$ cat src/hdl/mpd_pkg.sv
package mpd_pkg;

  // Parse phase of the front end
  typedef enum logic [1:0] {
    PH_HUNT  = 2'd0,
    PH_LEN   = 2'd1,
    PH_BODY  = 2'd2,
    PH_STUFF = 2'd3
  } phase_t;

  // Start code values and masks
  localparam logic [23:0] SYNC_ONES   = 24'hFFFFFF;
  localparam logic [23:0] SYNC_PREFIX = 24'h000001;
  localparam logic [7:0]  CODE_END    = 8'hB9;
  localparam logic [7:0]  CODE_PACK   = 8'hBA;
  localparam logic [7:0]  MPEG2_MASK  = 8'hC0;
  localparam logic [7:0]  MPEG2_MARK  = 8'h40;
  localparam logic [7:0]  MPEG1_MASK  = 8'hF0;
  localparam logic [7:0]  MPEG1_MARK  = 8'h20;
  localparam logic [15:0] PACK2_BODY  = 16'd8;
  localparam logic [15:0] PACK1_BODY  = 16'd6;

  // Queue between front and back
  localparam int QDEPTH = 4;
  localparam int QAW    = $clog2(QDEPTH);

  // One queued request: either a single byte or a whole start code
  typedef struct packed {
    logic       start;
    logic [7:0] data;
    logic       last;
    logic       err;
    logic [7:0] code;
  } entry_t;

  // Queue status seen by the front and back
  typedef struct packed {
    logic full;
    logic empty;
  } qstat_t;

endpackage

$ cat src/hdl/mpd_front.sv
module mpd_front (
  input  logic              clk,
  input  logic              rst,
  input  logic              in_valid,
  output logic              in_stall,
  input  logic [7:0]        in_byte,
  input  mpd_pkg::qstat_t   qstat,
  output logic              push,
  output mpd_pkg::entry_t   push_entry
);

  logic [23:0]          sync_window, sync_window_next;
  mpd_pkg::phase_t      phase, phase_next;
  logic                 second, second_next;
  logic [15:0]          bytes_left, bytes_left_next;
  logic [7:0]           current_code, current_code_next;
  logic                 mpeg2, mpeg2_next;
  logic [2:0]           stuffing_left, stuffing_left_next;
  logic                 accept;
  logic                 emit;
  logic [15:0]          bl_dec;
  logic [15:0]          bl_len;
  logic                 mpeg2_len;

  assign in_stall = qstat.full;
  assign accept   = in_valid && !qstat.full;
  assign push     = accept && emit;
  assign bl_dec   = bytes_left - 16'd1;

  // Body length seen at the second length byte
  always_comb begin
    mpeg2_len = mpeg2;
    if (current_code == mpd_pkg::CODE_PACK) begin
      bl_len = mpeg2_len ? mpd_pkg::PACK2_BODY : mpd_pkg::PACK1_BODY;
    end else begin
      bl_len = {bytes_left[15:8], in_byte};
    end
  end

  // Parse one byte: next state
  always_comb begin
    sync_window_next   = sync_window;
    phase_next         = phase;
    second_next        = second;
    bytes_left_next    = bytes_left;
    current_code_next  = current_code;
    mpeg2_next         = mpeg2;
    stuffing_left_next = stuffing_left;
    case (phase)
      mpd_pkg::PH_LEN: begin
        if (!second) begin
          second_next = 1'b1;
          if (current_code == mpd_pkg::CODE_PACK) begin
            if ((in_byte & mpd_pkg::MPEG2_MASK) == mpd_pkg::MPEG2_MARK) begin
              mpeg2_next = 1'b1;
            end else if ((in_byte & mpd_pkg::MPEG1_MASK) == mpd_pkg::MPEG1_MARK) begin
              mpeg2_next = 1'b0;
            end else begin
              phase_next       = mpd_pkg::PH_HUNT;
              sync_window_next = mpd_pkg::SYNC_ONES;
              second_next      = 1'b0;
              bytes_left_next  = '0;
            end
          end else begin
            bytes_left_next = {in_byte, 8'd0};
          end
        end else begin
          second_next = 1'b0;
          if (bl_len == 16'd0) begin
            phase_next       = mpd_pkg::PH_HUNT;
            sync_window_next = mpd_pkg::SYNC_ONES;
            bytes_left_next  = '0;
          end else begin
            phase_next      = mpd_pkg::PH_BODY;
            bytes_left_next = bl_len;
          end
        end
      end
      mpd_pkg::PH_BODY: begin
        bytes_left_next = bl_dec;
        if (bl_dec == 16'd0) begin
          phase_next       = mpd_pkg::PH_HUNT;
          sync_window_next = mpd_pkg::SYNC_ONES;
          if (current_code == mpd_pkg::CODE_PACK && mpeg2 && in_byte[2:0] != 3'd0) begin
            phase_next         = mpd_pkg::PH_STUFF;
            stuffing_left_next = in_byte[2:0];
          end
        end
      end
      mpd_pkg::PH_STUFF: begin
        stuffing_left_next = stuffing_left - 3'd1;
        if (stuffing_left == 3'd1) begin
          phase_next       = mpd_pkg::PH_HUNT;
          sync_window_next = mpd_pkg::SYNC_ONES;
        end
      end
      default: begin
        if (sync_window == mpd_pkg::SYNC_PREFIX) begin
          current_code_next = in_byte;
          sync_window_next  = mpd_pkg::SYNC_ONES;
          bytes_left_next   = '0;
          if (in_byte != mpd_pkg::CODE_END) begin
            phase_next  = mpd_pkg::PH_LEN;
            second_next = 1'b0;
          end
        end else begin
          sync_window_next = {sync_window[15:0], in_byte};
        end
      end
    endcase
  end

  // Parse one byte: queued request
  always_comb begin
    emit             = 1'b0;
    push_entry.start = 1'b0;
    push_entry.data  = in_byte;
    push_entry.last  = 1'b0;
    push_entry.err   = 1'b0;
    push_entry.code  = current_code;
    case (phase)
      mpd_pkg::PH_LEN: begin
        emit = 1'b1;
        if (!second) begin
          if (current_code == mpd_pkg::CODE_PACK
              && (in_byte & mpd_pkg::MPEG2_MASK) != mpd_pkg::MPEG2_MARK
              && (in_byte & mpd_pkg::MPEG1_MASK) != mpd_pkg::MPEG1_MARK) begin
            push_entry.last = 1'b1;
            push_entry.err  = 1'b1;
          end
        end else begin
          push_entry.last = (bl_len == 16'd0);
        end
      end
      mpd_pkg::PH_BODY: begin
        emit            = 1'b1;
        push_entry.last = (bl_dec == 16'd0);
      end
      mpd_pkg::PH_STUFF: begin
        emit = 1'b0;
      end
      default: begin
        if (sync_window == mpd_pkg::SYNC_PREFIX) begin
          emit             = 1'b1;
          push_entry.start = 1'b1;
          push_entry.code  = in_byte;
          push_entry.last  = (in_byte == mpd_pkg::CODE_END);
        end
      end
    endcase
  end

  // Advance parse state on each accepted byte
  always_ff @(posedge clk) begin
    if (rst) begin
      sync_window   <= mpd_pkg::SYNC_ONES;
      phase         <= mpd_pkg::PH_HUNT;
      second        <= 1'b0;
      bytes_left    <= '0;
      current_code  <= '0;
      mpeg2         <= 1'b0;
      stuffing_left <= '0;
    end else if (accept) begin
      sync_window   <= sync_window_next;
      phase         <= phase_next;
      second        <= second_next;
      bytes_left    <= bytes_left_next;
      current_code  <= current_code_next;
      mpeg2         <= mpeg2_next;
      stuffing_left <= stuffing_left_next;
    end
  end

endmodule

$ cat src/hdl/mpd_fifo.sv
module mpd_fifo (
  input  logic              clk,
  input  logic              rst,
  input  logic              push,
  input  mpd_pkg::entry_t   push_entry,
  input  logic              pop,
  output mpd_pkg::entry_t   head,
  output mpd_pkg::qstat_t   qstat
);

  mpd_pkg::entry_t          slots [mpd_pkg::QDEPTH];
  logic [mpd_pkg::QAW-1:0]  wr_ptr;
  logic [mpd_pkg::QAW-1:0]  rd_ptr;
  logic [mpd_pkg::QAW:0]    count;

  assign head        = slots[rd_ptr];
  assign qstat.full  = (count == (mpd_pkg::QAW+1)'(mpd_pkg::QDEPTH));
  assign qstat.empty = (count == '0);

  // Store pushed requests
  always_ff @(posedge clk) begin
    if (push) begin
      slots[wr_ptr] <= push_entry;
    end
  end

  // Track pointers and fill level
  always_ff @(posedge clk) begin
    if (rst) begin
      wr_ptr <= '0;
      rd_ptr <= '0;
      count  <= '0;
    end else begin
      if (push) begin
        wr_ptr <= wr_ptr + 1'b1;
      end
      if (pop) begin
        rd_ptr <= rd_ptr + 1'b1;
      end
      case ({push, pop})
        2'b10:   count <= count + 1'b1;
        2'b01:   count <= count - 1'b1;
        default: count <= count;
      endcase
    end
  end

endmodule

$ cat src/hdl/mpd_back.sv
module mpd_back (
  input  logic              clk,
  input  logic              rst,
  input  mpd_pkg::entry_t   head,
  input  mpd_pkg::qstat_t   qstat,
  output logic              pop,
  output logic              out_valid,
  input  logic              out_stall,
  output logic [7:0]        out_byte,
  output logic              first,
  output logic              last,
  output logic [7:0]        stream_code,
  output logic              error
);

  logic [1:0] beat;
  logic       load;
  logic       take;
  logic [7:0] byte_next;
  logic       first_next;
  logic       last_next;

  assign load = !out_valid || !out_stall;
  assign take = load && !qstat.empty;
  assign pop  = take && (!head.start || beat == 2'd3);

  // Pick the beat of a start code or pass a single byte
  always_comb begin
    byte_next  = head.data;
    first_next = 1'b0;
    last_next  = head.last;
    if (head.start) begin
      case (beat)
        2'd0: begin
          byte_next  = 8'h00;
          first_next = 1'b1;
          last_next  = 1'b0;
        end
        2'd1: begin
          byte_next = 8'h00;
          last_next = 1'b0;
        end
        2'd2: begin
          byte_next = 8'h01;
          last_next = 1'b0;
        end
        default: begin
          byte_next = head.data;
        end
      endcase
    end
  end

  // Hold output valid and beat count
  always_ff @(posedge clk) begin
    if (rst) begin
      out_valid <= 1'b0;
      beat      <= '0;
    end else begin
      if (load) begin
        out_valid <= !qstat.empty;
      end
      if (take) begin
        beat <= (head.start && beat != 2'd3) ? beat + 2'd1 : 2'd0;
      end
    end
  end

  // Load output payload
  always_ff @(posedge clk) begin
    if (take) begin
      out_byte    <= byte_next;
      first       <= first_next;
      last        <= last_next;
      stream_code <= head.code;
      error       <= head.err && !head.start;
    end
  end

endmodule

$ cat src/hdl/mpeg_ps_packet_deframer_top.sv
// A byte accepted by the parser is written into the queue, then moved into the output
// register; a stalled output holds it in the queue. Throughput: one input byte per
// cycle while the queue is not full; one result per cycle while the output is not
// stalled. A start code yields four results from the single output register.
// A four-entry queue between parser and output lets each side stall on its own.
// Reset (synchronous, active high): queue empty, output invalid, parser hunting
// with the sync window all ones.
module mpeg_ps_packet_deframer_top (
  input  logic       clk,
  input  logic       rst,
  input  logic       in_valid,
  output logic       in_stall,
  input  logic [7:0] in_byte,
  output logic       out_valid,
  input  logic       out_stall,
  output logic [7:0] out_byte,
  output logic       first,
  output logic       last,
  output logic [7:0] stream_code,
  output logic       error
);

  mpd_pkg::entry_t push_entry;
  mpd_pkg::entry_t head;
  mpd_pkg::qstat_t qstat;
  logic            push;
  logic            pop;

  mpd_front u_front (
    .clk        (clk),
    .rst        (rst),
    .in_valid   (in_valid),
    .in_stall   (in_stall),
    .in_byte    (in_byte),
    .qstat      (qstat),
    .push       (push),
    .push_entry (push_entry)
  );

  mpd_fifo u_fifo (
    .clk        (clk),
    .rst        (rst),
    .push       (push),
    .push_entry (push_entry),
    .pop        (pop),
    .head       (head),
    .qstat      (qstat)
  );

  mpd_back u_back (
    .clk         (clk),
    .rst         (rst),
    .head        (head),
    .qstat       (qstat),
    .pop         (pop),
    .out_valid   (out_valid),
    .out_stall   (out_stall),
    .out_byte    (out_byte),
    .first       (first),
    .last        (last),
    .stream_code (stream_code),
    .error       (error)
  );

endmodule

$ cat config.mk
export PLATFORM = sky130hd
export DESIGN_NAME = mpeg_ps_packet_deframer_top
export DESIGN_NICKNAME = d
export VERILOG_FILES = /design/src/hdl/mpd_pkg.sv /design/src/hdl/mpd_front.sv /design/src/hdl/mpd_fifo.sv /design/src/hdl/mpd_back.sv /design/src/hdl/mpeg_ps_packet_deframer_top.sv
export SDC_FILE = /design/constraint.sdc
export NUM_CORES = 1
export LEC_CHECK = 0
export BUFFER_PORTS_ARGS = -buffer_cell sky130_fd_sc_hd__buf_2
export CORE_MARGIN = 4
export CORE_UTILIZATION = 28
export DETAILED_ROUTE_END_ITERATION = 7
export GPL_ROUTABILITY_DRIVEN = 0
export MAX_ROUTING_LAYER = met4
export PLACE_DENSITY = 0.52
export REMOVE_ABC_BUFFERS = 1
export SYNTH_ARGS = -nofsm -noshare
export SYNTH_HDL_FRONTEND = slang
export SYNTH_SLANG_ARGS = --single-unit
$ cat constraint.sdc
create_clock -name clk -period 3.2 [get_ports clk]
set_input_delay 0.32 -clock clk [delete_from_list [all_inputs] [get_ports clk]]
set_output_delay 0.32 -clock clk [all_outputs]
set_load 0.005 [all_outputs]
==> results of run 1 <==
[worst max-delay path: stages (launching register included)]
cell and delay (ns):
dfxtp_1 0.38, inv_1 0.12, ha_1 0.31, nor4b_2 0.31, nand3_1 0.13, xnor2_1 0.18
or4_4 0.60, o31a_1 0.32, buf_4 0.26, mux2i_1 0.16
[sequential cells by signal, indices dropped and copies added, names as in the netlist, named ones only]
name                   cells
u_front.stuffing_left      3
u_back.first               1
u_back.last                1
u_front.phase              2
u_front.second             1
u_fifo.slots              76
u_fifo.count               3
u_back.stream_code         8
u_fifo.rd_ptr              2
u_front.mpeg2              1
u_back.error               1
u_fifo.wr_ptr              2
u_front.bytes_left        16
u_back.beat                2
u_front.current_code       8
u_back.out_byte            8
u_back.out_valid           1
u_front.sync_window       24
[how the worst max path moves through the flow]
stage | slack (ns) | cells after the start | to | startpoint
final | 0.30 | 9 | u_front.sync_window[18] | u_front.bytes_left[0]
after global routing | 0.14 | 9 | u_front.sync_window[20] | u_front.bytes_left[0]
after global placement | 0.38 | 9 | u_front.sync_window[20] | u_front.bytes_left[0]
after CTS | 0.30 | 9 | u_front.sync_window[19] | u_front.bytes_left[0]
after floorplan | -0.03 | 8 | u_fifo.count[2] | flip-flop
after detailed placement | 0.31 | 9 | u_front.sync_window[8] | u_front.bytes_left[0]
[cell usage in the layout, fill, tap and decap left out, types with 5 or more instances in the layout]
master | synthesis | routed
nor4_1 | 12 | 12
mux2i_1 | 34 | 34
mux4_2 | 19 | 19
buf_2 | 2 | 32
xnor2_1 | 11 | 11
edfxtp_1 | 95 | 95
a21oi_1 | 19 | 19
nand2b_1 | 13 | 13
nand3_1 | 6 | 6
clkbuf_16 | 0 | 17
nor2_1 | 95 | 95
o21ai_0 | 11 | 11
nand4_1 | 6 | 6
inv_1 | 19 | 19
or3_1 | 5 | 5
a2bb2oi_1 | 9 | 9
buf_4 | 1 | 14
a22oi_1 | 8 | 8
nand2_1 | 55 | 55
ha_1 | 18 | 18
dfxtp_1 | 67 | 67
nor3_1 | 14 | 14
and2_1 | 7 | 7
nor2b_1 | 16 | 16
[layer usage]
metal,track usage,vias to the layer above,share of wire
li1,-,2405,-
met1,0.151,2408,0.47
met2,0.194,72,0.49
met3,0.0264,19,0.033
met4,0.0310,0,0.012
met5,-,-,0
[stage by stage]
stage | setup WS [ns] | cells
finish | 0.299 | 1024
global route | 0.143 | 1024
CTS | 0.300 | 1024
detailed placement | 0.313 | 992
global placement | 0.379 | 992
floorplan | -0.0288 | 611
[Yosys cell counts, drive strengths merged, types with 2 or more instances]
master	instances
a211o	2
nand4	6
a31oi	3
nor2	96
a32oi	2
a21o	4
nand2b	13
or2	2
o21a	2
mux2	2
and2	7
nor3b	3
o32ai	2
ha	18
o31ai	4
o31a	3
buf	12
a22oi	8
dfxtp	67
a21oi	19
nand3	7
and4b	2
a2bb2oi	9
edfxtp	95
nor4	12
nand2	55
nor3	17
nand3b	2
a211oi	2
clkbuf	23
o21ai	13
mux4	19
o211ai	2
nor2b	16
nand4b	2
xnor2	11
inv	21
xor2	4
mux2i	34
nor4b	3
or3	5
[power groups by stage]
stage / registers (µW) / clock network (µW) / logic [µW]
final: 2210 / 2110 / 106
after global routing: 2210 / 2270 / 115
after CTS: 2210 / 2170 / 106
after global placement: 2260 / 0 / 106
after detailed placement: 2260 / 0 / 106
after floorplan: 2250 / 0 / 48.4
[logic make-up (layout without fill, tap and decap cells)]
kind of cell | after synthesis | in the layout | share of synthesized area
buf+inv | 56 | 99 | 0.0339
mux | 55 | 55 | 0.106
simple gates | 254 | 254 | 0.170
flops | 162 | 162 | 0.560
fa+ha+maj | 19 | 19 | 0.0328
xor+xnor | 15 | 15 | 0.0176
compound gates | 85 | 85 | 0.0796
[layout make-up]
type                            count  area [µm²]  share of cell area
Inverter                           21        78.8             0.00916
Sequential cell                   162        4190               0.487
Clock buffer                       17         425              0.0494
Tap cell                          335         419              0.0487
Clock inverter                     15         191              0.0222
Multi-Input combinational cell    428        3040               0.353
Timing Repair Buffer               46         265              0.0308
==> flow_summary.toml, run 1 <==
[layout]
fillCellCount = 2619
syn_to_final_growth_pct = 15.0
antenna_cells = 0
drive_gt1_frac = 0.154
utilization = 0.329
finalInstanceArea_mm2 = 0.00861
fin_nets = 707

[power_and_ir_drop]
power_density_mw_per_mm2 = 514
max-vdd-ir-drop_uv = 244
power.internal_uw = 3420
finalPower_uw = 4430
swShare = 0.227
p_sw_uw = 1010
p_seq_frac = 0.499
pwr-share-comb = 0.024
p_clk_frac = 0.477
p_leak_uw = 0.00297

[global_routing]
track_usage = 0.119
grt_pass1_vias = 4909
grt_pass1_wl_um = 26800
grt_overflow = 0
grt_max_degree = 71
antenna_found_initial = 0

[clock_network]
cts-htree-levels = 4
cts_tree = "built"
clk-insertion-delay-late_ns = 0.43
cts_buffers = 17
path_clk_slew_ns = 0.07
cts_root_buf = "clkbuf_16"
post_cts_buffers = 0
post_cts_resized = 0
holdBufCountCts = 0
ctsLongestPathBuffers = 2
cts.sinks = 162

[sta]
finalSetupTns_ns = 0
fmax_ghz = 0.345
final.period_utilization = 0.907
fin_hold_ws_ns = 0.155
slew-limit-headroom = 0.457
period_needed_ns = 2.90
rsz0062_at_grt = "no"
finalHoldViolations = 0
tightest_slew_ns = 0.815
fin_worst_skew_ns = 0.0128
setup_viol = 0
drv_slew = 0

[drt]
vias = 4904
via_per_inst = 4.79
detail-route-antenna-nets = 0
drt-pass1-iter-count = 4
drt_iter0_markers = 240
drc = 0
post_drt_wl_per_cell_um = 16.1
wl_um = 16500

[worst_hold_path]
hold_path.class = "primary input to flip-flop"
holdPathStages = 3
min_from = "out_stall"
whs_endpoint = "u_back.out_valid"

[die]
die_area_mm2 = 0.0294
coreArea_mm2 = 0.0262
initial_core_util = 0.286
placementRows = 59
die_h_um = 171
ios = 33
die_x_um = 171

[logic_synthesis]
yosysWarnings = 0
netlist_area_mm2 = 0.00748
ys_seq_elements = 162
syn_avg_cell_area_um2 = 11.6
synth_top_area_share = 0.381
synthTopCellsByArea = "edfxtp_1, dfxtp_1, mux4_2"
synth_cell_types = 68
synth_edf_count = 95
synthFlopType = "edfxtp_1"
seq_area_frac_synth = 0.560
synth_largest_area_cell = "edfxtp_1"
syn_inst = 646
synthArstFlopShare = 0

[critical_path]
r2r-start = "u_front.bytes_left[0]"
crit_fanout = 24
criticalPathCategory = "flip-flop to flip-flop"
required_ns = 3.49
arrival_ns = 3.20
r2r-end = "u_front.sync_window[18]"
r2r_setup_slack_ns = 0.30
endpoint_kind = "flip-flop"
r2r_cells = 9
start_kind = "flip-flop"

[flow_run]
maxCapViolations = 0

[placement]
placed_cell_area_mm2 = 0.00799
port_buffers = 32
dp_hpwl_um = 10900

[outcome]
status = "finished, final reports clean"
Power figures use the tool's default switching activity.
==> run 2, diff against run 1 <==
--- a/config.mk
+++ b/config.mk
@@ -6,12 +6,14 @@
 export NUM_CORES = 1
 export LEC_CHECK = 0
 export BUFFER_PORTS_ARGS = -buffer_cell sky130_fd_sc_hd__buf_2
+export CELL_PAD_IN_SITES_DETAIL_PLACEMENT = 1
+export CELL_PAD_IN_SITES_GLOBAL_PLACEMENT = 1
 export CORE_MARGIN = 4
 export CORE_UTILIZATION = 28
 export DETAILED_ROUTE_END_ITERATION = 7
 export GPL_ROUTABILITY_DRIVEN = 0
 export MAX_ROUTING_LAYER = met4
-export PLACE_DENSITY = 0.52
+export PLACE_DENSITY = 0.59
 export REMOVE_ABC_BUFFERS = 1
 export SYNTH_ARGS = -nofsm -noshare
 export SYNTH_HDL_FRONTEND = slang
==> flow_summary.toml, run 2 (synthesis results as in run 1) <==
[layout]
fin_nets = 712
antenna_cells = 0
final_cell_mix = "nor2_1, edfxtp_1, dfxtp_1"
top_regs = "u_fifo.slots: 76 flops, u_front.sync_window: 24 flops, u_front.bytes_left: 16 flops"
largest_reg_flops = 76
top_register = "u_fifo.slots"
drive_gt1_frac = 0.160
syn_to_final_growth_pct = 15.4
finalInstanceArea_mm2 = 0.00863
fillCellCount = 2878
finalNonFillerCells = 1029

[critical_path]
endpoint_kind = "flip-flop"
start_kind = "flip-flop"
max_stage_delay_ns = 0.62
required_ns = 3.48
crit_family = "simple AND/OR/NAND/NOR gates"
slowest_stage = "or4_4"
cp_cell_sequence = "inv_1, ha_1, nor4b_2, nand3_1, xnor2_1, or4_4, o31a_1, buf_4, mux2i_1"
criticalPathCategory = "flip-flop to flip-flop"
crit_start = "u_front.bytes_left[0]"
crit_buf_inv = 2
crit_fanout = 24
arrival_ns = 3.28
r2r-start = "u_front.bytes_left[0]"

[drt]
drc = 0
wl_um = 18700
post_drt_wl_per_cell_um = 18.2
detail-route-antenna-nets = 0
drt-pass1-iter-count = 4
via_per_inst = 4.95
vias = 5094
drt_iter0_markers = 266

[clock_network]
cts_tree = "built"
cts_root_buf = "clkbuf_16"
path_clk_slew_ns = 0.07
cts-htree-levels = 4
post_cts_resized = 0
cts.sinks = 162
holdBufCountCts = 0
clk-insertion-delay-late_ns = 0.43
post_cts_buffers = 0
ctsLongestPathBuffers = 2
cts_buffers = 17

[die]
initial_core_util = 0.286
ios = 33
die_area_mm2 = 0.0294
placementRows = 59
die_x_um = 171
coreArea_mm2 = 0.0262
die_h_um = 171

[flow_run]
maxCapViolations = 0

[sta]
fin_worst_skew_ns = 0.0142
fmax_ghz = 0.333
drv_slew = 0
setup_viol = 0
final.period_utilization = 0.937
rsz0062_at_grt = "no"
slew-limit-headroom = 0.377
finalSetupTns_ns = 0
finalHoldViolations = 0
tightest_slew_ns = 0.932
period_needed_ns = 3.00

[global_routing]
antenna_found_initial = 0
track_usage = 0.136
grt_pass1_wl_um = 30500
grt_max_degree = 71
grt_overflow = 0
grt_pass1_vias = 5546

[placement]
dp.cells = 997
placed_cell_area_mm2 = 0.00803
dp_hpwl_um = 12800
port_buffers = 32

[worst_hold_path]
min_from = "out_stall"
hold_path.class = "primary input to flip-flop"

[power_and_ir_drop]
finalPower_uw = 4400
power_density_mw_per_mm2 = 510
max-vdd-ir-drop_uv = 301
p_leak_uw = 0.00299

[outcome]
status = "finished, final reports clean"
==> run 2: cell count changes in the layout (fill, tap and decap cells not counted) <==
cell,before,now
buf_4,14,19
clkinv_2,0,1
clkinv_4,1,3
clkinvlp_2,0,1
clkinvlp_4,2,1
inv_8,4,1
==> run 2: through the flow <==
stage                     hold WS [ns]   util  setup slack, ns
after floorplan                  0.389      -          -0.0288
after global placement           0.461  0.306            0.356
after detailed placement         0.469  0.306            0.236
after CTS                        0.139  0.329            0.204
after global routing             0.158  0.329           0.0306
final                            0.151  0.329            0.200
==> run 2: worst paths after layout <==
| kind | to | slack, ns | cells after the start |
|---|---|---|---|
| setup / recovery | u_front.sync_window[11] | 0.20 | 9 |
| hold / removal | u_back.out_valid | 0.15 | 3 |
| setup reg to reg | u_front.sync_window[11] | 0.20 | 9 |
| hold reg to reg | u_back.out_valid | 0.47 | 2 |
==> run 2: final cells by class <==
| type | instances | area [µm²] | share of cell area |
|---|---|---|---|
| inverter | 21 | 78.8 | 0.00913 |
| clock inverter | 15 | 178 | 0.0206 |
| sequential | 162 | 4190 | 0.486 |
| clock buffer | 17 | 425 | 0.0493 |
| tap | 335 | 419 | 0.0486 |
| timing repair buffer | 51 | 303 | 0.0351 |
| multi-input combinational | 428 | 3040 | 0.352 |
==> run 2: metal layers <==
metal	vias to the layer above	wire length, µm	GRT usage	part of all wire
met5	-	0	-	0
met4	0	266	0.0396	0.014
met3	19	678	0.0315	0.036
met2	83	9360	0.226	0.50
met1	2575	8390	0.167	0.45
li1	2417	-	-	-
==> run 2: worst reg2reg max path, stage by stage (launching register included) <==
cell and delay (ns):
dfxtp_1 0.38, inv_1 0.12, ha_1 0.32, nor4b_2 0.30, nand3_1 0.13, xnor2_1 0.20, or4_4 0.62, o31a_1 0.32
buf_4 0.26, mux2i_1 0.20
==> run 2: where the power goes <==
part / internal, µW / switching, µW
clock: 1170 / 906
sequential: 2200 / 10.3
combinational: 34.3 / 79.5
total: 3410 / 996
==> run 3, diff against run 2 <==
--- a/config.mk
+++ b/config.mk
@@ -5,6 +5,7 @@
 export SDC_FILE = /design/constraint.sdc
 export NUM_CORES = 1
 export LEC_CHECK = 0
+export ABC_AREA = 1
 export BUFFER_PORTS_ARGS = -buffer_cell sky130_fd_sc_hd__buf_2
 export CELL_PAD_IN_SITES_DETAIL_PLACEMENT = 1
 export CELL_PAD_IN_SITES_GLOBAL_PLACEMENT = 1
@@ -13,7 +14,7 @@
 export DETAILED_ROUTE_END_ITERATION = 7
 export GPL_ROUTABILITY_DRIVEN = 0
 export MAX_ROUTING_LAYER = met4
-export PLACE_DENSITY = 0.59
+export PLACE_DENSITY = 0.62
 export REMOVE_ABC_BUFFERS = 1
 export SYNTH_ARGS = -nofsm -noshare
 export SYNTH_HDL_FRONTEND = slang
==> flow_summary.toml, run 3 <==
[layout]
final_common_cell = "nand2_1"
largest_reg_flops = 76
fin_nets = 952
antenna_cells = 0
drive_gt1_frac = 0.132
fillCellCount = 3195
finalNonFillerCells = 1306
top_regs = "u_fifo.slots: 76 flops, u_front.sync_window: 24 flops, u_front.bytes_left: 16 flops"
top_register = "u_fifo.slots"
syn_to_final_growth_pct = 15.6
final_cell_mix = "nand2_1, inv_1, edfxtp_1"

[power_and_ir_drop]
power_density_mw_per_mm2 = 620
pwr-share-comb = 0.180
p_leak_uw = 0.00367
p_seq_frac = 0.440
swShare = 0.312
finalPower_uw = 5560
power.internal_uw = 3830
p_sw_uw = 1730
max-vdd-ir-drop_uv = 211
p_clk_frac = 0.380

[logic_synthesis]
synth_cell_types = 43
ys_seq_elements = 162
syn_inst = 890
synth_edf_count = 95
synthFlopType = "edfxtp_1"
synthArstFlopShare = 0
netlist_area_mm2 = 0.00776
yosysMostFrequentCell = "nand2_1"
synthTopCellsByArea = "edfxtp_1, dfxtp_1, nand2_1"
synth_largest_area_cell = "edfxtp_1"
seq_area_frac_synth = 0.541
yosysWarnings = 0
synth_common_cells = "nand2_1, inv_1, nor2_1"
synth_top_area_share = 0.368
syn_avg_cell_area_um2 = 8.71

[critical_path]
arrival_ns = 2.86
required_ns = 3.51
criticalPathCategory = "flip-flop to flip-flop"
crit_fanout = 12
endpoint_kind = "flip-flop"
start_kind = "flip-flop"

[drt]
topRoutingLayerUsed = "met4"
vias = 6226
routed-wl-met3_um = 805
drt_iter0_markers = 278
drc = 0
wl_um = 20800
detail-route-antenna-nets = 0
drt-pass1-iter-count = 4
met1_length_um = 9840
post_drt_wl_per_cell_um = 16.0
dr_wl_met2_um = 10100
via_per_inst = 4.77

[sta]
slew-limit-headroom = 0.433
finalSetupTns_ns = 0
rsz0062_at_grt = "no"
tightest_slew_ns = 0.850
final.period_utilization = 0.798
setup_viol = 0
drv_slew = 0
finalHoldViolations = 0
fin_worst_skew_ns = 0.0192
fin_ws_ns = 0.646
period_needed_ns = 2.55
fmax_ghz = 0.392

[die]
placementRows = 60
initial_core_util = 0.286
ios = 33
coreArea_mm2 = 0.0271
die_area_mm2 = 0.0304
die_x_um = 174
die_h_um = 174

[placement]
dp_slack_ns = 0.652
dp.cells = 1274
dp_hpwl_um = 13800
port_buffers = 32

[worst_hold_path]
hold_path.class = "primary input to flip-flop"

[clock_network]
holdBufCountCts = 0
cts.sinks = 162
post_cts_buffers = 0
cts_root_buf = "clkbuf_16"
post_cts_resized = 0
cts_buffers = 17
cts-htree-levels = 4
path_clk_slew_ns = 0.08
cts_tree = "built"
ctsLongestPathBuffers = 2
clk-insertion-delay-late_ns = 0.44

[global_routing]
grt_pass1_wl_um = 34200
grt_overflow = 0
grt_max_degree = 35
grt_pass1_vias = 6406
antenna_found_initial = 0
track_usage = 0.143

[outcome]
status = "finished, final reports clean"

[flow_run]
maxCapViolations = 0
## run 3: cell count changes after synthesis, moves of 17 or more
cell,change
o21ai_0,+78
nand3_1,+74
mux2i_1,-34
a21oi_1,+17
mux4_2,-19
inv_1,+78
o22ai_1,+22
nand4_1,+29
nand2_1,+93
## run 3: final timing paths
check,startpoint,endpoint,slack [ns],cells past startpoint
max,u_front.phase[0],u_fifo.count[2],0.65,13
min,in_byte[5],u_fifo.slots[3][15],0.18,1
max reg2reg,u_front.phase[0],u_fifo.count[2],0.65,13
min reg2reg,u_fifo.rd_ptr[1],flip-flop,0.46,2
## run 3: metal layers
layer  global-route usage  vias up
met5                    -        -
met1                0.183     3030
met2                0.236      101
li1                     -     3087
met4               0.0337        0
met3               0.0281        8
## run 3: power groups by stage
stage	Combinational [µW]	Sequential (µW)	Clock, µW
4_1_cts	1020	2450	2170
2_1_floorplan	627	2510	0
6_report	1000	2450	2110
3_5_place_dp	1020	2490	0
5_1_grt	1140	2460	2280
3_3_place_gp	999	2490	0
## run 3: critical path, cell delays in order (launching register included)
cell and delay (ns):
dfxtp_1 0.37, inv_1 0.10, ha_1 0.24, buf_4 0.19, inv_1 0.15, nor2_4 0.06
o21ai_1 0.19, ha_1 0.17, inv_1 0.07, fa_1 0.43, a21oi_1 0.15, o21ai_0 0.11
o21ai_0 0.16, a21oi_1 0.05
## run 3: logic make-up (layout without fill, tap and decap cells)
| kind of cell | Yosys count | count (layout) | share of synthesized area |
|---|---|---|---|
| AO/OA/AOI/OAI | 164 | 164 | 0.115 |
| XOR/XNOR | 2 | 2 | 0.00226 |
| adder cells (fa/ha/maj) | 19 | 19 | 0.0316 |
| buffers and inverters | 147 | 191 | 0.0765 |
| flip-flops | 162 | 162 | 0.541 |
| AND/OR/NAND/NOR | 396 | 396 | 0.234 |
## run 3: metrics by stage
stage               cell area (µm²)  hold slack (ns)   util
finish                         8970            0.177  0.331
global route                   8970            0.178  0.331
CTS                            8970            0.171  0.331
detailed placement             8360            0.445  0.308
global placement               8360            0.439  0.308
floorplan                      7560            0.389      -
## run 3: final cells by class
class | instances | area [µm²] | share of cell area
flip-flops and latches | 162 | 4190 | 0.468
multi-input cells | 581 | 2980 | 0.332
well taps | 372 | 465 | 0.0519
clock buffers | 17 | 425 | 0.0474
inverters | 105 | 394 | 0.0440
repair buffers | 54 | 325 | 0.0363
clock inverters | 15 | 183 | 0.0204
